`config.mk`:
```
export PLATFORM = sky130hd
export DESIGN_NAME = soi_front_flat
export DESIGN_NICKNAME = d
export VERILOG_FILES = /design/src/design/soi_pkg.sv /design/src/design/soi_if.sv /design/src/design/soi_front.sv /design/src/flat_wrapper.sv
export SDC_FILE = /design/constraint.sdc
export NUM_CORES = 1
export LEC_CHECK = 0
export BUFFER_PORTS_ARGS = -buffer_cell sky130_fd_sc_hd__clkbuf_2
export CORE_AREA = 2 2 105 107
export DETAILED_ROUTE_END_ITERATION = 6
export DIE_AREA = 0 0 107 109
export GPL_TIMING_DRIVEN = 1
export PLACE_DENSITY = 0.88
export SKIP_CTS_REPAIR_TIMING = 1
export SLEW_MARGIN = 10
export SYNTH_ARGS = -nofsm -noshare
export SYNTH_HDL_FRONTEND = slang
export SYNTH_SLANG_ARGS = --single-unit
```
`constraint.sdc`:
```
create_clock -name clk -period 3.3 [get_ports clk]
set_clock_uncertainty 0.2 [all_clocks]
set_input_delay 0.165 -clock clk [delete_from_list [all_inputs] [get_ports clk]]
set_output_delay 0.165 -clock clk [all_outputs]
set_load 0.02 [all_outputs]
```
`src/design/soi_pkg.sv`:
```
// ----------------------------------------------------------------------------
// soi_pkg
// Shared defaults for the segment / obstacle intersection block.
// ----------------------------------------------------------------------------
package soi_pkg;

    localparam int COORD_BITS_DEF  = 24;
    localparam int T_FRAC_BITS_DEF = 16;
    localparam int QUEUE_DEPTH     = 2;

endpackage

```
`src/design/soi_if.sv`:
```
// ----------------------------------------------------------------------------
// soi_if
// Request and result channels of the segment / obstacle intersection block.
// ----------------------------------------------------------------------------
interface soi_req_if #(
    parameter int COORD_BITS = soi_pkg::COORD_BITS_DEF
);
    logic                         valid;
    logic                         ready;
    logic signed [COORD_BITS-1:0] start_x;
    logic signed [COORD_BITS-1:0] start_y;
    logic signed [COORD_BITS-1:0] start_z;
    logic signed [COORD_BITS-1:0] end_x;
    logic signed [COORD_BITS-1:0] end_y;
    logic signed [COORD_BITS-1:0] end_z;
    logic signed [COORD_BITS-1:0] center_x;
    logic signed [COORD_BITS-1:0] center_y;
    logic signed [COORD_BITS-1:0] center_z;
    logic        [COORD_BITS-2:0] obstacle_radius;
    logic                         is_cylinder;
    logic        [COORD_BITS-1:0] obstacle_height;

    modport source (
        output valid, start_x, start_y, start_z, end_x, end_y, end_z,
               center_x, center_y, center_z, obstacle_radius, is_cylinder,
               obstacle_height,
        input  ready
    );
    modport sink (
        input  valid, start_x, start_y, start_z, end_x, end_y, end_z,
               center_x, center_y, center_z, obstacle_radius, is_cylinder,
               obstacle_height,
        output ready
    );
endinterface


```
`src/design/soi_front.sv`:
```
// ----------------------------------------------------------------------------
// soi_front
// Accept requests, flatten cylinders, form direction and offset vectors,
// the slab cancel flag and the dot products for the projection.
// ----------------------------------------------------------------------------
module soi_front #(
    parameter int COORD_BITS = soi_pkg::COORD_BITS_DEF,
    parameter int MID_W      = 1
) (
    input  logic             clk,
    input  logic             rst_n,
    soi_req_if.sink          req,
    output logic             out_valid,
    input  logic             out_ready,
    output logic [MID_W-1:0] out_data
);
    localparam int CW  = COORD_BITS;
    localparam int DW  = CW + 1;
    localparam int MW  = CW;
    localparam int PW  = 2 * MW;
    localparam int L2W = PW + 2;
    localparam int RW  = CW - 1;
    localparam int HW  = CW + 2;

    typedef struct packed {
        logic [2:0][DW-1:0] d;
        logic [2:0][DW-1:0] w;
        logic [L2W-1:0]     len2;
        logic [L2W-1:0]     pos;
        logic [L2W-1:0]     neg;
        logic [2*RW-1:0]    rad2;
        logic               kill;
    } mid_t;

    logic               en;
    logic               v1_reg;
    logic               v2_reg;
    logic [2:0][DW-1:0] d1_next;
    logic [2:0][DW-1:0] w1_next;
    logic               kill1_next;
    logic [2:0][DW-1:0] d1_reg;
    logic [2:0][DW-1:0] w1_reg;
    logic               kill1_reg;
    logic [RW-1:0]      rad1_reg;
    mid_t               m2_next;
    mid_t               m2_reg;

    assign en        = !v2_reg || out_ready;
    assign req.ready = en;
    assign out_valid = v2_reg;
    assign out_data  = m2_reg;

    always_comb
    begin
        logic signed [DW-1:0] sz;
        logic signed [DW-1:0] ez;
        logic signed [DW-1:0] cz;
        logic signed [HW-1:0] s2;
        logic signed [HW-1:0] e2;
        logic signed [HW-1:0] top2;
        logic signed [HW-1:0] bot2;
        logic signed [HW-1:0] hh;
        sz = req.is_cylinder ? '0 : DW'(req.start_z);
        ez = req.is_cylinder ? '0 : DW'(req.end_z);
        cz = req.is_cylinder ? '0 : DW'(req.center_z);
        d1_next[0] = DW'(req.end_x) - DW'(req.start_x);
        d1_next[1] = DW'(req.end_y) - DW'(req.start_y);
        d1_next[2] = ez - sz;
        w1_next[0] = DW'(req.center_x) - DW'(req.start_x);
        w1_next[1] = DW'(req.center_y) - DW'(req.start_y);
        w1_next[2] = cz - sz;
        s2   = HW'(req.start_z) <<< 1;
        e2   = HW'(req.end_z) <<< 1;
        hh   = $signed({2'b00, req.obstacle_height});
        top2 = (HW'(req.center_z) <<< 1) + hh;
        bot2 = (HW'(req.center_z) <<< 1) - hh;
        kill1_next = req.is_cylinder &&
                     ((s2 > top2 && e2 > top2) || (s2 < bot2 && e2 < bot2));
    end

    always_comb
    begin
        logic signed [DW-1:0] ds;
        logic signed [DW-1:0] ws;
        logic [DW-1:0]        da;
        logic [DW-1:0]        wa;
        logic [MW-1:0]        md;
        logic [MW-1:0]        mw;
        m2_next = '0;
        for (int i = 0; i < 3; i++)
        begin
            ds = $signed(d1_reg[i]);
            ws = $signed(w1_reg[i]);
            da = ds[DW-1] ? DW'(-ds) : DW'(ds);
            wa = ws[DW-1] ? DW'(-ws) : DW'(ws);
            md = da[MW-1:0];
            mw = wa[MW-1:0];
            m2_next.len2 = m2_next.len2 + L2W'(PW'(md) * PW'(md));
            if (ds[DW-1] != ws[DW-1])
            begin
                m2_next.neg = m2_next.neg + L2W'(PW'(md) * PW'(mw));
            end
            else
            begin
                m2_next.pos = m2_next.pos + L2W'(PW'(md) * PW'(mw));
            end
        end
        m2_next.d    = d1_reg;
        m2_next.w    = w1_reg;
        m2_next.rad2 = (2*RW)'(rad1_reg) * (2*RW)'(rad1_reg);
        m2_next.kill = kill1_reg;
    end

    always_ff @(posedge clk or negedge rst_n)
    begin
        if (!rst_n)
        begin
            v1_reg <= 1'b0;
            v2_reg <= 1'b0;
        end
        else if (en)
        begin
            v1_reg <= req.valid;
            v2_reg <= v1_reg;
        end
    end

    always_ff @(posedge clk)
    begin
        if (en)
        begin
            d1_reg    <= d1_next;
            w1_reg    <= w1_next;
            kill1_reg <= kill1_next;
            rad1_reg  <= req.obstacle_radius;
            m2_reg    <= m2_next;
        end
    end
endmodule

```
`src/flat_wrapper.sv`:
```
// flat-port wrapper written by rule: the top's interface ports become plain ports
module soi_front_flat 
#(
    parameter int COORD_BITS = soi_pkg::COORD_BITS_DEF,
    parameter int MID_W      = 1
)
  (clk, rst_n, out_valid, out_ready, out_data, req_valid, req_start_x, req_start_y, req_start_z, req_end_x, req_end_y, req_end_z, req_center_x, req_center_y, req_center_z, req_obstacle_radius, req_is_cylinder, req_obstacle_height, req_ready);
  soi_req_if #(.COORD_BITS(COORD_BITS)) req_i ();
  input  logic clk;
  input  logic rst_n;
  output logic out_valid;
  input  logic out_ready;
  output logic [MID_W-1:0] out_data;
  input wire logic [$bits(req_i.valid)-1:0] req_valid;
  input wire logic [$bits(req_i.start_x)-1:0] req_start_x;
  input wire logic [$bits(req_i.start_y)-1:0] req_start_y;
  input wire logic [$bits(req_i.start_z)-1:0] req_start_z;
  input wire logic [$bits(req_i.end_x)-1:0] req_end_x;
  input wire logic [$bits(req_i.end_y)-1:0] req_end_y;
  input wire logic [$bits(req_i.end_z)-1:0] req_end_z;
  input wire logic [$bits(req_i.center_x)-1:0] req_center_x;
  input wire logic [$bits(req_i.center_y)-1:0] req_center_y;
  input wire logic [$bits(req_i.center_z)-1:0] req_center_z;
  input wire logic [$bits(req_i.obstacle_radius)-1:0] req_obstacle_radius;
  input wire logic [$bits(req_i.is_cylinder)-1:0] req_is_cylinder;
  input wire logic [$bits(req_i.obstacle_height)-1:0] req_obstacle_height;
  output wire logic [$bits(req_i.ready)-1:0] req_ready;
  assign req_i.valid = req_valid;
  assign req_i.start_x = req_start_x;
  assign req_i.start_y = req_start_y;
  assign req_i.start_z = req_start_z;
  assign req_i.end_x = req_end_x;
  assign req_i.end_y = req_end_y;
  assign req_i.end_z = req_end_z;
  assign req_i.center_x = req_center_x;
  assign req_i.center_y = req_center_y;
  assign req_i.center_z = req_center_z;
  assign req_i.obstacle_radius = req_obstacle_radius;
  assign req_i.is_cylinder = req_is_cylinder;
  assign req_i.obstacle_height = req_obstacle_height;
  assign req_ready = req_i.ready;
  soi_front #(.COORD_BITS(COORD_BITS), .MID_W(MID_W)) u_core (.clk(clk), .rst_n(rst_n), .req(req_i), .out_valid(out_valid), .out_ready(out_ready), .out_data(out_data));
endmodule
```
-- After elaboration in Yosys (flattened, before gate mapping)
Index checks and enable logic that the tools add are counted.
- add/subtract/negate cells: 2
- multipliers: 0
- divide/modulo/power cells: 0
- magnitude comparators: 4
- eq/ne operators: 0
- shift operators: 0
- multiplexer cells: 0
- bitwise logic cells: 0
- reduce and logical (&&, ||, !) cells: 6
- operators by type and width (cell ; number):
    $gt A25 B26 Y1 ; 2
    $lt A25 B26 Y1 ; 2
    $add A25 B25 Y26 ; 1
    $sub A25 B25 Y26 ; 1
    $logic_and A1 B1 Y1 ; 3
    $logic_or A1 B1 Y1 ; 2
    $logic_not A1 Y1 ; 1
- bits in registers: 4
- bits in latches: 0
- memory bits (writable): 0
- ROM bits: 0
- input port bits: 268
- output and inout bits: 3
- logic and storage cells: 16
- memories kept: 0

-- Logic depth before layout (Yosys ltp)
- word-level depth: 5
- mapped depth: 24
- mapped depth without buffers: 23

-- Worst setup path before layout
Ideal clock, no wire load.
- kind: in2reg
- start: input req_obstacle_height[1]
- end: register u_core.kill1_reg (data pin)
- library setup time: 0.257 ns
- arrival: 3.718 ns
- data required time: 2.843 ns
- setup slack: -0.874 ns
- stages: 21
- path buffers: 0
- path through: ha_1 fa_1 nor2b_2 o311ai_4 a21oi_2 a2111oi_4 a21oi_2 o22a_4 a21oi_1 o21bai_1 a21oi_1 o21ba_2 xnor2_1 ha_1 nand3_1 nor2_1 nand2_1 nor3_2 and3_1 a211oi_1 a32o_1
- word-level cells in the longest chain between the ends: 5
- elaborated cells between the ends (all ways): 10
- classes of those cells: 2 x add/sub; 4 x order compare; 4 x reduce/logical
- RTL lines (what ; line ; source):
    start, declared ; flat_wrapper.sv:26 ; input wire logic [$bits(req_i.obstacle_height)-1:0] req_obstacle_height;
    $add A25 B25 Y26 / $sub A25 B25 Y26 (equally long branches) ; soi_front.sv:75, soi_front.sv:76 ;
    $gt A25 B26 Y1 / $lt A25 B26 Y1 (equally long branches) ; soi_front.sv:78 ; ((s2 > top2 && e2 > top2) || (s2 < bot2 && e2 < bot2));
    $logic_and A1 B1 Y1 ; soi_front.sv:78 ;
    $logic_or A1 B1 Y1 (*) ; soi_front.sv:78 ;
    $logic_and A1 B1 Y1 (*) ; soi_front.sv:77 ; kill1_next = req.is_cylinder &&
    net u_core.kill1_next ; soi_front.sv:40 ; logic kill1_next;
    end signal, assigned ; soi_front.sv:134 ; kill1_reg <= kill1_next;
    end, declared ; soi_front.sv:43 ; logic kill1_reg;
The timed path passes the listed nets; every way through them passes the cells marked *.
A chain may end at the register's enable or synchronous reset.

-- Final worst setup path
- start: input req_center_z[0]
- end: register u_core.kill1_reg (data pin)
- word-level cells in the longest chain between the ends: 5
- elaborated cells between the ends (all ways): 10
- classes of those cells: 2 x add/sub; 4 x order compare; 4 x reduce/logical
- RTL lines (what ; line ; source):
    start, declared ; flat_wrapper.sv:23 ; input wire logic [$bits(req_i.center_z)-1:0] req_center_z;
    $add A25 B25 Y26 / $sub A25 B25 Y26 (equally long branches) ; soi_front.sv:75, soi_front.sv:76 ;
    $gt A25 B26 Y1 / $lt A25 B26 Y1 (equally long branches) ; soi_front.sv:78 ;
    $logic_and A1 B1 Y1 ; soi_front.sv:78 ;
    $logic_or A1 B1 Y1 (*) ; soi_front.sv:78 ;
    $logic_and A1 B1 Y1 (*) ; soi_front.sv:77 ;
    net u_core.kill1_next ; soi_front.sv:40 ;
Marks and branches as above.

==> impl_metrics.tcl <==
set metrics [dict create \
    cap_violations 0 \
    layout-drive-gt1-share 0.400 \
    syn_avg_cell_area_sq_um 8.02 \
    critPathCapture "u_core.kill1_reg$_DFFE_PP_" \
    leakage_uw 0.00351 \
    dieArea_sq_um 11700 \
    cp_slowest_cell "a2111oi_4" \
    fp.dieH_um 109 \
    cts.htree.levels 1 \
    violations "negative setup slack" \
    dp_hpwl_um 12700 \
    switching_share 0.464 \
    root_buffer "clkbuf_8" \
    drt_iter0_drc 238 \
    ios 271 \
    dieWidth_um 107 \
    critPathKind "input pin to flip-flop" \
    nets 1235 \
    drc 0 \
    start_kind "input pin" \
    reg2reg_depth 2 \
    syn_area_sq_um 4540 \
    grt_overflow 0 \
    r2r_slack_ns 2.03 \
    switching_power_uw 831 \
    cts.clk_slew.worst_paths_ns 0.03 \
    reg2reg_to "u_core.v1_reg$_DFFE_PN0P_" \
    antenna_found_initial 1 \
    final_cell_mix "163 x buf_4, 131 x ha_1, 101 x clkbuf_2" \
    dpl_worst_slack_ns -1.18 \
    fillers 836 \
    worstPathCellList "buf_8 > ha_4 > fa_2 > nor2b_4 > o311ai_4 > a21oi_2 > a2111oi_4 > a21oi_2 > o22a_4 > a21oi_2 > o21bai_1 > a21oi_1 > o21ba_2 > o21ai_1 > buf_4 > ha_1 > nand4_1 > nor2_2 > buf_4 > a41oi_2 > o31ai_1 > a32o_1" \
    clock-sinks 4 \
    worst_slack_ns -0.976 \
    path_depth 22 \
    synth-seq-cells 4 \
    p_comb_frac 0.906 \
    period_minus_slack_ns 4.28 \
    stdcell_count 964 \
    slew_headroom 0.559 \
    synthFlopType "edfxtp_1" \
    grt_max_degree 8 \
    finalPower_uw 1790 \
    synth_edf_count 2 \
    syn_inst 566 \
    routed_wirelength_um 15400 \
    num_rows 38 \
    area_growth_pct 47.2 \
    r2r_start "u_core.out_valid$_DFFE_PN0P_" \
    hold_path_startpoint "req_valid" \
    timing.final.crit_share 1.30 \
    ys_types 62 \
    fmax_ghz 0.234 \
    drtAntennaViolNets 0 \
    vdd_drop_max_mv 0.134 \
    cts_inserted_buffers 3 \
    place_inst 951 \
    hold_violations 0 \
    path_delay_family "compound AO/OA/AOI/OAI gates" \
    holdPathStages 2 \
    p_per_area_nw_per_um2 268 \
    initial_core_util 0.428 \
    sequentialPowerShare 0.037 \
    final_common_cell "buf_4" \
    first_pass_iters 6 \
    clk_latency_ns 0.22 \
    ys_async_sr_fraction 0.500 \
    crit_top_cell "a21oi_2" \
    path_buf_inv 3 \
    worst_slew_pin_slew_ns 0.645 \
    wl_per_cell_um 16.0 \
    antenna_cells 0 \
    rsz0062_at_grt "yes" \
    crit_required_ns 3.06 \
    grt_pass1_vias 5148 \
    cp-startpoint "req_center_z[0]" \
    internal_power_uw 960 \
    cp-end-kind "flip-flop" \
    worstHoldPathType "input pin to flip-flop" \
    pwr-share-clk 0.057 \
    portBuffers 103 \
    gp_congestion 0.951 \
    grt_pass1_wl_um 22200 \
    track_usage 0.237 \
    arrival_ns 4.04 \
    crit_path_max_incr_delay_ns 0.40 \
    ys_warn_count 0 \
    cp_max_fo 2 \
    status "finished, violations left" \
    vias_per_cell 5.50 \
    syn-num-nets 975 \
    fp.coreArea_sq_um 10600 \
    cts_tree "yes" \
    routed-via-count 5301 \
    synth_seq_area_share 0.0243 \
    slew_viol_final 0 \
    setup_viol_count_final 1 \
    clk_path_buf_depth 2 \
]
==> power by group through the flow <==
stage                     registers, uW  logic [uW]  clock network [uW]
after floorplan                    71.0         883                   0
after global placement             66.8        1420                   0
after detailed placement           66.9        1490                   0
after CTS                          66.3        1500                 105
after global routing               67.2        1780                 112
final                              66.0        1620                 103
==> synth_stat cells (all sizes together) (3+ instances only) <==
| master | count | share of area |
|---|---|---|
| a2111oi | 4 | 0.012 |
| a211oi | 6 | 0.011 |
| a21o | 23 | 0.038 |
| a21oi | 55 | 0.063 |
| and2 | 3 | 0.0041 |
| and3 | 5 | 0.0069 |
| and4 | 3 | 0.0058 |
| buf | 10 | 0.012 |
| ha | 140 | 0.39 |
| inv | 47 | 0.039 |
| nand2 | 13 | 0.011 |
| nand2b | 15 | 0.021 |
| nand3 | 9 | 0.0099 |
| nand4 | 15 | 0.021 |
| nor2 | 34 | 0.028 |
| nor2b | 19 | 0.027 |
| nor3 | 13 | 0.017 |
| nor3b | 3 | 0.0050 |
| nor4 | 4 | 0.010 |
| o21a | 15 | 0.025 |
| o21ai | 32 | 0.035 |
| o21ba | 3 | 0.0066 |
| o21bai | 8 | 0.013 |
| o31ai | 7 | 0.013 |
| or2 | 4 | 0.0055 |
| xnor2 | 37 | 0.076 |
| xor2 | 7 | 0.014 |
==> routing by layer <==
layer / GRT usage / up-vias / wire, um
met3: 0.0329 / 52 / 896
met5: 0 / - / 11
li1: - / 2606 / -
met4: 0.0826 / 2 / 646
met2: 0.434 / 201 / 7540
met1: 0.282 / 2440 / 6340
==> kinds of logic after synthesis <==
group	synth area share
AOI/OAI and AO/OA	0.254
and+or+nand+nor	0.177
adders and majority gates	0.393
buffers and inverters	0.0527
xor gates and xnor gates	0.0940
DFF	0.0243
muxes	0.00469
==> how the worst min path moves through the flow <==
stage                                    to  slack [ns]
2_1_floorplan  u_core.out_valid$_DFFE_PN0P_       -0.33
3_3_place_gp      u_core.v1_reg$_DFFE_PN0P_       -0.25
3_5_place_dp      u_core.v1_reg$_DFFE_PN0P_       -0.24
4_1_cts        u_core.out_valid$_DFFE_PN0P_       -0.47
5_1_grt           u_core.v1_reg$_DFFE_PN0P_        0.05
6_report          u_core.v1_reg$_DFFE_PN0P_        0.05
==> through the flow <==
step	cell area (sq um)	TNS (ns)	utilization	hold WS (ns)
2_1_floorplan	4600	-0.640	-	-0.331
6_report	6680	-0.976	0.630	0.0532
4_1_cts	6410	-0.984	0.605	-0.473
5_1_grt	6680	-1.17	0.630	0.0453
3_3_place_gp	6370	-0.989	0.601	-0.246
3_5_place_dp	6370	-1.18	0.601	-0.243
==> area by class of cell <==
type / count / area (sq um) / area share
Tap cell: 140 / 175 / 0.0262
Sequential cell: 4 / 110 / 0.0165
Timing Repair Buffer: 267 / 1770 / 0.264
Clock buffer: 3 / 41.3 / 0.00618
Inverter: 47 / 176 / 0.0264
Multi-Input combinational cell: 503 / 4410 / 0.660
(Power assumes the default switching activity.)
