File: src/design/soi_pkg.sv
// ----------------------------------------------------------------------------
// soi_pkg
// Shared defaults for the segment / obstacle intersection block.
// ----------------------------------------------------------------------------
package soi_pkg;

    localparam int COORD_BITS_DEF  = 24;
    localparam int T_FRAC_BITS_DEF = 16;
    localparam int QUEUE_DEPTH     = 2;

endpackage

File: src/design/soi_queue.sv
// ----------------------------------------------------------------------------
// soi_queue
// Short request queue between the front and back parts.
// ----------------------------------------------------------------------------
module soi_queue #(
    parameter int WIDTH = 1,
    parameter int DEPTH = soi_pkg::QUEUE_DEPTH
) (
    input  logic             clk,
    input  logic             rst_n,
    input  logic             in_valid,
    output logic             in_ready,
    input  logic [WIDTH-1:0] in_data,
    output logic             out_valid,
    input  logic             out_ready,
    output logic [WIDTH-1:0] out_data
);
    localparam int AW = (DEPTH > 1) ? $clog2(DEPTH) : 1;
    localparam int CNTW = $clog2(DEPTH + 1);

    logic [WIDTH-1:0] mem [DEPTH];
    logic [AW-1:0]    wr_ptr_reg;
    logic [AW-1:0]    rd_ptr_reg;
    logic [CNTW-1:0]  count_reg;
    logic             push;
    logic             pop;

    assign in_ready  = count_reg != CNTW'(DEPTH);
    assign out_valid = count_reg != '0;
    assign out_data  = mem[rd_ptr_reg];
    assign push      = in_valid && in_ready;
    assign pop       = out_valid && out_ready;

    always_ff @(posedge clk)
    begin
        if (push)
        begin
            mem[wr_ptr_reg] <= in_data;
        end
    end

    always_ff @(posedge clk or negedge rst_n)
    begin
        if (!rst_n)
        begin
            wr_ptr_reg <= '0;
            rd_ptr_reg <= '0;
            count_reg  <= '0;
        end
        else
        begin
            if (push)
            begin
                wr_ptr_reg <= (wr_ptr_reg == AW'(DEPTH - 1)) ? '0 : wr_ptr_reg + 1'b1;
            end
            if (pop)
            begin
                rd_ptr_reg <= (rd_ptr_reg == AW'(DEPTH - 1)) ? '0 : rd_ptr_reg + 1'b1;
            end
            if (push && !pop)
            begin
                count_reg <= count_reg + 1'b1;
            end
            else if (pop && !push)
            begin
                count_reg <= count_reg - 1'b1;
            end
        end
    end
endmodule

File: config.mk
export PLATFORM = sky130hd
export DESIGN_NAME = soi_queue
export DESIGN_NICKNAME = d
export VERILOG_FILES = /design/src/design/soi_pkg.sv /design/src/design/soi_queue.sv
export SDC_FILE = /design/constraint.sdc
export NUM_CORES = 1
export LEC_CHECK = 0
export BUFFER_PORTS_ARGS = -buffer_cell sky130_fd_sc_hd__buf_2
export CAP_MARGIN = 20
export CORE_AREA = 3 3 40 42
export CTS_CLUSTER_DIAMETER = 50
export CTS_CLUSTER_SIZE = 20
export DETAILED_ROUTE_END_ITERATION = 6
export DIE_AREA = 0 0 43 45
export HOLD_SLACK_MARGIN = 0.02
export PLACE_DENSITY = 0.46
export SYNTH_ARGS = -nofsm -noshare
export SYNTH_HDL_FRONTEND = slang
export SYNTH_SLANG_ARGS = --single-unit
File: constraint.sdc
create_clock -name clk -period 1.5 [get_ports clk]
set_clock_uncertainty 0.1 [all_clocks]
set_input_delay 0.075 -clock clk [delete_from_list [all_inputs] [get_ports clk]]
set_output_delay 0.075 -clock clk [all_outputs]
set_load 0.01 [all_outputs]
Word-level counts from Yosys, hierarchy flattened:

Memory sizes are Yosys's and may differ from the RTL's.
Cells that the tools add are included.

* register bits after elaboration: 4
* memory bits (writable): 2
* input port bits: 5
* output and inout bits: 3
* logic and storage cells: 23
* memories kept: 1

* add/subtract/negate cells: 4
* eq/ne operators: 1
* multiplexer cells: 6
* reduce and logical (&&, ||, !) cells: 8

Memories
* mem: words 2, bits a word 1, read ports 1, clocked after Yosys merged registers in 0, wr ports 1, line soi_queue.sv:21 `logic [WIDTH-1:0] mem [DEPTH];`

Operator list (count)
* 1-bit logical AND: 4
* 1-bit 2-to-1 mux: 4
* 2-bit 2-to-1 mux: 2
* 2-bit nonzero test: 2
* 1-bit adder (second input constant): 2
* 2-bit by 1-bit adder with 2-bit output (second input constant): 1
* 1-bit zero test: 2
* 2-bit != test (second input constant): 1
* 2-bit by 1-bit subtractor with 2-bit output (second input constant): 1

Longest topological paths before layout:

Gate-level depths: netlist of the first run.

* depth after elaboration: 6
* mapped depth: 7
* mapped depth without buffers: 7

Worst setup path before layout of the first run:

OpenSTA, ideal clock, no wires.

* kind: flip-flop to flip-flop
* start: register count_reg[0]
* end: register count_reg[1]
* setup time: 0.079 ns
* data arrival time: 1.285 ns
* required time: 1.321 ns
* slack: 0.036 ns
* stages on the path, launching flop included: 7
* buffers on the path: 0
* clock period less this slack: 1.464 ns
* cells stage by stage: dfrtp_1 nand2b_4 nand2_1 inv_1 ha_1 nor2_1 xor2_1

* longest elaborated chain between the ends: 5
* elaborated cells on any way between the ends: 13
* those cells by class: add/sub (2); eq/ne (1); mux (2); reduce/logical (8)

Ends and longest elaborated chain
* start: declaration: line soi_queue.sv:24 `logic [CNTW-1:0] count_reg;`
* start signal: assignment: line soi_queue.sv:62 `count_reg <= count_reg + 1'b1;`
* start signal: assignment: line soi_queue.sv:66 `count_reg <= count_reg - 1'b1;`
* 2-bit != test *: line soi_queue.sv:28 `assign in_ready = count_reg != CNTW'(DEPTH);`
* via in_ready: line soi_queue.sv:12 `output logic in_ready,`
* 1-bit logical AND *: line soi_queue.sv:31 `assign push = in_valid && in_ready;`
* via push: line soi_queue.sv:25 `logic push;`
* 1-bit zero test: line soi_queue.sv:64 `else if (pop && !push)`
* 1-bit logical AND: line soi_queue.sv:64
* 2-bit nonzero test (no line)

Mark *: on every way through the listed nets, which the timed path passes. The rest lies on a longest branch. The select of a mux whose other input is x is not followed.
A chain may end at the register's enable or synchronous reset.

Final worst setup path of the first run:

* start: register count_reg[1]
* end: register count_reg[1]

* longest elaborated chain between the ends: 5
* elaborated cells on any way between the ends: 13
* those cells by class: add/sub (2); eq/ne (1); mux (2); reduce/logical (8)

Ends and longest elaborated chain
* branches (longest 5 deep; another with 2-bit by 1-bit subtractor with 2-bit output)

Several ways; the timed one is not identified. The select of a mux whose other input is x is not followed.

==> results of run 1 <==
==> cell usage in the layout (no fill, tap or decap), drive strengths merged <==
| cell | n |
|---|---|
| and3 | 1 |
| dfrtp | 4 |
| nand2 | 2 |
| dlygate4sd3 | 3 |
| mux2 | 1 |
| edfxtp | 2 |
| or2 | 1 |
| xor2 | 2 |
| xnor2 | 3 |
| inv | 1 |
| nor2 | 2 |
| nand2b | 1 |
| buf | 10 |
| ha | 1 |
| clkbuf | 4 |
==> final cells by class <==
type | count | share of cell area
Tap cell | 15 | 0.0436
Timing Repair Buffer | 13 | 0.203
Sequential cell | 6 | 0.372
Inverter | 1 | 0.00872
Multi-Input combinational cell | 14 | 0.311
Clock buffer | 4 | 0.0610
==> worst max-delay path by stage <==
| stage | end | slack (ns) | cells after the start |
|---|---|---|---|
| 6_report | count_reg[1] | 0.05 | 6 |
| 3_5_place_dp | count_reg[1] | 0.02 | 6 |
| 4_1_cts | count_reg[1] | 0.009 | 7 |
| 2_1_floorplan | count_reg[1] | 0.04 | 6 |
| 5_1_grt | count_reg[1] | -0.005 | 6 |
| 3_3_place_gp | count_reg[1] | 0.04 | 6 |
==> kinds of logic (layout without fill, tap and decap cells) <==
logic type               Yosys count  count (layout)  share of synthesized area
AND/OR/NAND/NOR                    7               7                      0.181
flip-flops                         6               6                      0.566
XOR/XNOR                           5               5                      0.155
adder cells (fa/ha/maj)            1               1                     0.0442
multiplexers                       1               1                     0.0398
buffers and inverters              1              18                     0.0133
==> critical path: stages (launching register included) <==
cell and delay, ns:
dfrtp_1 0.43, or2_4 0.28, nand2_4 0.07, ha_4 0.12, xor2_1 0.13, nor2_1 0.06
xor2_1 0.14
==> what timing repair did <==
item | 4_1_cts | 5_1_grt
setup endpoints to repair | 1 | 1
gates resized for setup | 0 | 3
endpoints found under the hold margin | 7 | 0
setup buffers | 1 | 1
hold buffers | 3 | 0
pin swaps | 0 | 3
==> through the flow <==
stage | instances | setup TNS (ns) | worst slack [ns]
2_1_floorplan | 21 | 0 | 0.0358
3_5_place_dp | 44 | 0 | 0.0164
6_report | 53 | 0 | 0.0523
3_3_place_gp | 44 | 0 | 0.0353
4_1_cts | 52 | 0 | 0.00938
5_1_grt | 53 | -0.00473 | -0.00473
==> power by group through the flow <==
stage / sequential, mW / clock (mW) / combinational [mW]
final: 0.305 / 0.168 / 0.402
after global routing: 0.315 / 0.179 / 0.438
after CTS: 0.312 / 0.174 / 0.357
after global placement: 0.310 / 0 / 0.323
after detailed placement: 0.315 / 0 / 0.325
after floorplan: 0.301 / 0 / 0.249
==> layer usage <==
layer | track usage | up-vias | part of all wire | routed length, µm
met4 | 0.0542 | 0 | 0.021 | 11
li1 | - | 102 | - | -
met3 | 0.0359 | 2 | 0.076 | 40
met2 | 0.105 | 8 | 0.50 | 263
met1 | 0.0662 | 95 | 0.40 | 213
met5 | 0 | - | 0 | 0
==> impl_metrics.json, run 1 <==
{
  "tightestPinTransition_ns": 0.181,
  "rows": 13,
  "yosys-top-cells-count": "dfrtp_1, xnor2_1, edfxtp_1, nor2_1, xor2_1",
  "design.portCount": 8,
  "synth_top_area_share": 0.354,
  "drc": 0,
  "ys_seq_area_frac": 0.566,
  "yosys.cell_count.top_type": "dfrtp_1",
  "drtAntennaViolNets": 0,
  "cts_sinks": 6,
  "cp-start-kind": "flip-flop",
  "status": "completed",
  "synth_cell_types": 13,
  "peakVddDrop_uv": 642,
  "die_h_um": 45,
  "grt_pass1_wl_um": 876,
  "drv_cap": 0,
  "hpwl_um": 385,
  "slew_violations": 0,
  "synthCells": 21,
  "h-tree-depth": 1,
  "place_area_um2": 344,
  "area_delta_synth_final_pct": 52.2,
  "pwr-share-clk": 0.192,
  "setup_viol": 0,
  "swShare": 0.332,
  "crit_type": "flip-flop to flip-flop",
  "hp-class": "input pin to asynchronous set/reset pin",
  "grt_max_degree": 5,
  "fp.dieW_um": 43,
  "port_buffers": 7,
  "synth_ff_type": "dfrtp_1",
  "sequentialPowerShare": 0.348,
  "track_usage": 0.0670,
  "synth_area_leaders": "dfrtp_1, edfxtp_1, xnor2_1",
  "clk_path_buf_depth": 2,
  "clk_pin_slew_ns": 0.05,
  "vias": 207,
  "fin_nets": 45,
  "synth-edff-count": 2,
  "grt_pass1_vias": 223,
  "drive_gt1_frac": 0.500,
  "seqCellArea_um2": 160,
  "drtPass1Iterations": 3,
  "core-area_mm2": 0.00128,
  "multi_input_area_um2": 134,
  "initial_utilization": 0.220,
  "crit_arrival_ns": 1.48,
  "dieArea_mm2": 0.00194,
  "rsz0062_at_grt": "true",
  "syn-num-nets": 27,
  "holdWs_ns": 0.0631,
  "internal-power_mw": 0.585,
  "reg2reg_from": "count_reg[1]",
  "fillers": 141,
  "path_max_fanout": 3,
  "min_period_over_period": 0.965,
  "wl_um": 528,
  "clockRootBuffer": "clkbuf_4",
  "syn_area_um2": 283,
  "comb_power_share": 0.460,
  "fin_crit_ns": 1.45,
  "fmax_ghz": 0.691,
  "hold_viol": 0,
  "routed_via_density": 3.91,
  "post_drt_wl_per_cell_um": 9.96,
  "overflow": 0,
  "required_ns": 1.53,
  "powerDensity_mw_per_mm2": 2030,
  "stdcell_area_um2": 430,
  "ys_ff_latch": 6,
  "worst_slew_margin_rel": 0.879,
  "p_total_mw": 0.875,
  "synthArstFlopShare": 0.667,
  "switching_power_mw": 0.290,
  "crit_start": "count_reg[1]",
  "cts-buffers-inserted": 3,
  "clock_latency_ns": 0.25,
  "p_leak_nw": 0.198,
  "finish.utilization": 0.335,
  "yosys_warnings": 0,
  "num_antenna_cells": 0,
  "reg2reg_depth": 6,
  "antenna_found_initial": 0,
  "syn_avg_cell_area_um2": 13.5,
  "place.gp.congestion": 0.595,
  "synth_area_leader_cell": "dfrtp_1",
  "drt_iter0_markers": 3,
  "endpoint_kind": "flip-flop",
  "cts_tree": "yes",
  "rrSetupSlack_ns": 0.05,
  "worst_r2r_endpoint": "count_reg[1]"
}
Power figures use the tool's default switching activity.
==> run 2, diff against run 1 <==
- CELL_PAD_IN_SITES_DETAIL_PLACEMENT: default -> 1
- CELL_PAD_IN_SITES_GLOBAL_PLACEMENT: default -> 1
- GPL_TIMING_DRIVEN: default -> 0
- PLACE_DENSITY: 0.46 -> 0.53
==> impl_metrics.json, run 2 (synthesis gave the netlist of run 1 again) <==
{
  "finish.utilization": 0.348,
  "tns_ns": 0,
  "drt_iter0_markers": 0,
  "swShare": 0.335,
  "wl_um": 579,
  "place_inst": 43,
  "drtPass1Iterations": 1,
  "cp-start-kind": "flip-flop",
  "area_delta_synth_final_pct": 58.0,
  "track_usage": 0.0780,
  "cp_slowest_cell": "dfrtp_1",
  "preCtsSetupSlack_ns": -0.0677,
  "clock_latency_ns": 0.24,
  "post_drt_wl_per_cell_um": 10.9,
  "place.gp.congestion": 0.703,
  "num_antenna_cells": 0,
  "routed_via_density": 3.94,
  "fmax_ghz": 0.687,
  "drive_gt1_frac": 0.579,
  "core-area_mm2": 0.00128,
  "fillers": 149,
  "grt_pass1_wl_um": 986,
  "design.portCount": 8,
  "fin_nets": 46,
  "cts_sinks": 6,
  "slew_violations": 0,
  "port_buffers": 7,
  "reg2reg_depth": 6,
  "instances_no_fill": 53,
  "place_area_um2": 337,
  "crit_type": "flip-flop to flip-flop",
  "tightestPinTransition_ns": 0.151,
  "overflow": 0,
  "final_common_cell": "buf_2",
  "seqCellArea_um2": 160,
  "endpoint_kind": "flip-flop",
  "powerDensity_mw_per_mm2": 2030,
  "grt_pass1_vias": 244,
  "setup_viol": 0,
  "h-tree-depth": 1,
  "clockRootBuffer": "clkbuf_4",
  "grt_use_met1": 0.0714,
  "holdWs_ns": 0.0651,
  "sequentialPowerShare": 0.319,
  "drtAntennaViolNets": 0,
  "use_met2": 0.120,
  "top_usage_layer": "met2",
  "peakVddDrop_uv": 804,
  "status": "completed",
  "cts_tree": "yes",
  "required_ns": 1.53,
  "rows": 13,
  "antenna_found_initial": 0,
  "dieArea_mm2": 0.00194,
  "min_period_over_period": 0.970,
  "drc": 0,
  "gr-usage-met3": 0.0478,
  "stdcell_area_um2": 447,
  "grt_max_degree": 5,
  "internal-power_mw": 0.604,
  "critPathMaxStageDelay_ns": 0.38,
  "hp-class": "input pin to asynchronous set/reset pin",
  "cts-buffers-inserted": 3,
  "vias": 209,
  "fin_crit_ns": 1.45,
  "clk_path_buf_depth": 2,
  "worst_slew_margin_rel": 0.900,
  "hpwl_um": 456,
  "switching_power_mw": 0.304,
  "clk_pin_slew_ns": 0.04,
  "fin_ws_ns": 0.0451,
  "multi_input_area_um2": 144,
  "path_cells": "or2_4 -> nand2_4 -> ha_4 -> xor2_2 -> nor2_2 -> xor2_1",
  "pwr-share-clk": 0.162,
  "comb_power_share": 0.519,
  "layout_common_cells": "buf_2, dfrtp_1, dlygate4sd3_1",
  "rrSetupSlack_ns": 0.05,
  "p_total_mw": 0.908,
  "crit_arrival_ns": 1.48,
  "p_leak_nw": 0.201,
  "die_h_um": 45,
  "worst_r2r_endpoint": "count_reg[1]",
  "drv_cap": 0,
  "initial_utilization": 0.220,
  "fp.dieW_um": 43,
  "hold_viol": 0,
  "path_max_fanout": 3,
  "reg2reg_from": "count_reg[0]"
}
## run 2: cell types whose count changed in the layout (fill, tap and decap cells not counted), sizes merged
cell / change
clkbuf: -1
dlygate4sd3: +1
## run 2: timing repair
action | CTS | global route
hold endpoints to repair | 8 | 0
endpoints found under the setup margin | 1 | 1
pin swaps | 2 | 3
hold buffers | 4 | 0
setup buffers | 3 | 0
gates cloned | 0 | 0
gates resized for setup | 3 | 3
## run 2: power groups by stage
stage | Sequential (mW) | Combinational, mW | Clock, mW
3_3_place_gp | 0.311 | 0.313 | 0
6_report | 0.289 | 0.472 | 0.147
4_1_cts | 0.291 | 0.439 | 0.155
2_1_floorplan | 0.301 | 0.249 | 0
3_5_place_dp | 0.316 | 0.326 | 0
5_1_grt | 0.299 | 0.517 | 0.165
## run 2: final cells by class
class | instances | area share
Tap cell | 15 | 0.0420
Multi-Input combinational cell | 14 | 0.322
Timing Repair Buffer | 14 | 0.218
Sequential cell | 6 | 0.359
Clock buffer | 3 | 0.0504
Inverter | 1 | 0.00840
## run 2: worst max path at each step
stage | startpoint | to | slack (ns) | cells past startpoint
after floorplan | count_reg[0] | count_reg[1] | 0.04 | 6
after global placement | count_reg[0] | count_reg[1] | -0.008 | 7
after detailed placement | count_reg[0] | count_reg[1] | -0.07 | 7
after CTS | count_reg[1] | count_reg[1] | 0.02 | 8
after global routing | count_reg[0] | count_reg[1] | -0.006 | 6
final | count_reg[0] | count_reg[1] | 0.05 | 6
## run 2: layer usage
| layer | share of wire | routed length [µm] |
|---|---|---|
| met1 | 0.38 | 219 |
| met2 | 0.52 | 303 |
| met3 | 0.074 | 43 |
| met4 | 0.021 | 12 |
| met5 | 0 | 0 |
## run 2: critical path, delay by kind of cell, from the launching register on
family                     cells  cell delay [ns]
xor gates and xnor gates       2             0.32
adders and majority gates      1             0.14
DFF                            1             0.38
and+or+nand+nor                3             0.39
==> run 3, diff against run 2 <==
- CTS_BUF_LIST: default -> sky130_fd_sc_hd__clkbuf_4
- PLACE_DENSITY: 0.53 -> default
- PLACE_DENSITY_LB_ADDON: default -> 0.1
==> impl_metrics.json, run 3 (synthesis gave the netlist of run 1 again) <==
{
  "peakVddDrop_uv": 612,
  "status": "completed",
  "drtPass1Iterations": 1,
  "required_ns": 1.53,
  "routed_via_density": 4.02,
  "clockRootBuffer": "clkbuf_4",
  "hp-class": "input pin to asynchronous set/reset pin",
  "grt_max_degree": 5,
  "cts_tree": "yes",
  "place.gp.congestion": 0.692,
  "switching_power_mw": 0.303,
  "vias": 217,
  "clock_latency_ns": 0.25,
  "h-tree-depth": 1,
  "port_buffers": 7,
  "path_max_fanout": 4,
  "place_area_um2": 337,
  "clk_path_buf_depth": 2,
  "pwr-share-clk": 0.169,
  "num_antenna_cells": 0,
  "min_period_over_period": 0.970,
  "clk_pin_slew_ns": 0.05,
  "die_h_um": 45,
  "fillers": 152,
  "drc": 0,
  "cp-start-kind": "flip-flop",
  "initial_utilization": 0.220,
  "swShare": 0.334,
  "overflow": 0,
  "crit_type": "flip-flop to flip-flop",
  "crit_arrival_ns": 1.49,
  "endpoint_kind": "flip-flop",
  "slew_violations": 0,
  "core-area_mm2": 0.00128,
  "worst_slew_margin_rel": 0.902,
  "layout_common_cells": "buf_2, dfrtp_1, dlygate4sd3_1, buf_4",
  "setup_viol": 0,
  "tightestPinTransition_ns": 0.145,
  "track_usage": 0.0722,
  "drive_gt1_frac": 0.538,
  "grt_pass1_vias": 211,
  "fmax_ghz": 0.687,
  "comb_power_share": 0.502,
  "cts-buffers-inserted": 3,
  "fin_nets": 47,
  "area_delta_synth_final_pct": 58.8,
  "final_common_cell": "buf_2",
  "antenna_found_initial": 0,
  "powerDensity_mw_per_mm2": 2020,
  "p_leak_nw": 0.207,
  "p_total_mw": 0.907,
  "fin_crit_ns": 1.46,
  "drt_iter0_markers": 0,
  "drv_cap": 0,
  "cts_sinks": 6,
  "grt_pass1_wl_um": 924,
  "multi_input_area_um2": 139,
  "seqCellArea_um2": 160,
  "stdcell_area_um2": 449,
  "design.portCount": 8,
  "post_drt_wl_per_cell_um": 10.8,
  "rows": 13,
  "wl_um": 585,
  "fp.dieW_um": 43,
  "dieArea_mm2": 0.00194,
  "sequentialPowerShare": 0.328,
  "hold_viol": 0,
  "internal-power_mw": 0.604,
  "drtAntennaViolNets": 0
}
run 3: routing by layer:
layer,vias to the layer above,global-route usage,share of wire
met1,103,0.0741,0.41
met3,2,0.0398,0.084
li1,105,-,-
met2,7,0.111,0.48
met5,-,0,0
met4,0,0.0542,0.026
run 3: layout make-up:
class                   count  area share
multi-input cells          14       0.309
inverters                   1     0.00836
flip-flops and latches      6       0.357
clock buffers               3      0.0501
repair buffers             15       0.234
well taps                  15      0.0418
run 3: worst paths after layout:
check                        startpoint           end  slack, ns  cells past startpoint
setup / recovery           count_reg[0]  count_reg[1]       0.04                      6
hold / removal                    rst_n  count_reg[1]       0.07                      2
setup reg to reg           count_reg[0]  count_reg[1]       0.04                      6
hold reg to reg              wr_ptr_reg    wr_ptr_reg       0.39                      1
max in group asynchronous         rst_n    wr_ptr_reg       1.11                      2
min in group clk             wr_ptr_reg    wr_ptr_reg       0.39                      1
run 3: critical path: stages, from the launching register on:
cell	delay [ns]
dfrtp_1	0.41
or2_4	0.28
nand2_4	0.08
ha_4	0.13
xor2_1	0.15
nor2_1	0.07
xor2_1	0.13
run 3: power groups by stage:
stage / sequential, mW / combinational [mW] / clock, mW
final: 0.298 / 0.456 / 0.153
after global routing: 0.307 / 0.501 / 0.166
after CTS: 0.300 / 0.445 / 0.163
after detailed placement: 0.317 / 0.324 / 0
after global placement: 0.312 / 0.315 / 0
after floorplan: 0.301 / 0.249 / 0
run 3: metrics by stage:
| stage | setup WS (ns) | hold slack (ns) | TNS, ns | instances | utilization |
|---|---|---|---|---|---|
| 3_3_place_gp | -0.0155 | -0.213 | -0.0155 | 43 | 0.262 |
| 2_1_floorplan | 0.0358 | -0.321 | 0 | 21 | - |
| 4_1_cts | 0.0123 | 0.0690 | 0 | 54 | 0.342 |
| 5_1_grt | -0.00284 | 0.0924 | -0.00284 | 54 | 0.350 |
| 6_report | 0.0448 | 0.0681 | 0 | 54 | 0.350 |
| 3_5_place_dp | -0.0450 | -0.210 | -0.0450 | 43 | 0.262 |
run 3: what timing repair did:
action	CTS	global route
setup buffers	4	0
hold endpoints to repair	8	0
gates resized for setup	3	2
endpoints found under the setup margin	1	1
pin swaps	4	6
hold buffers	4	0
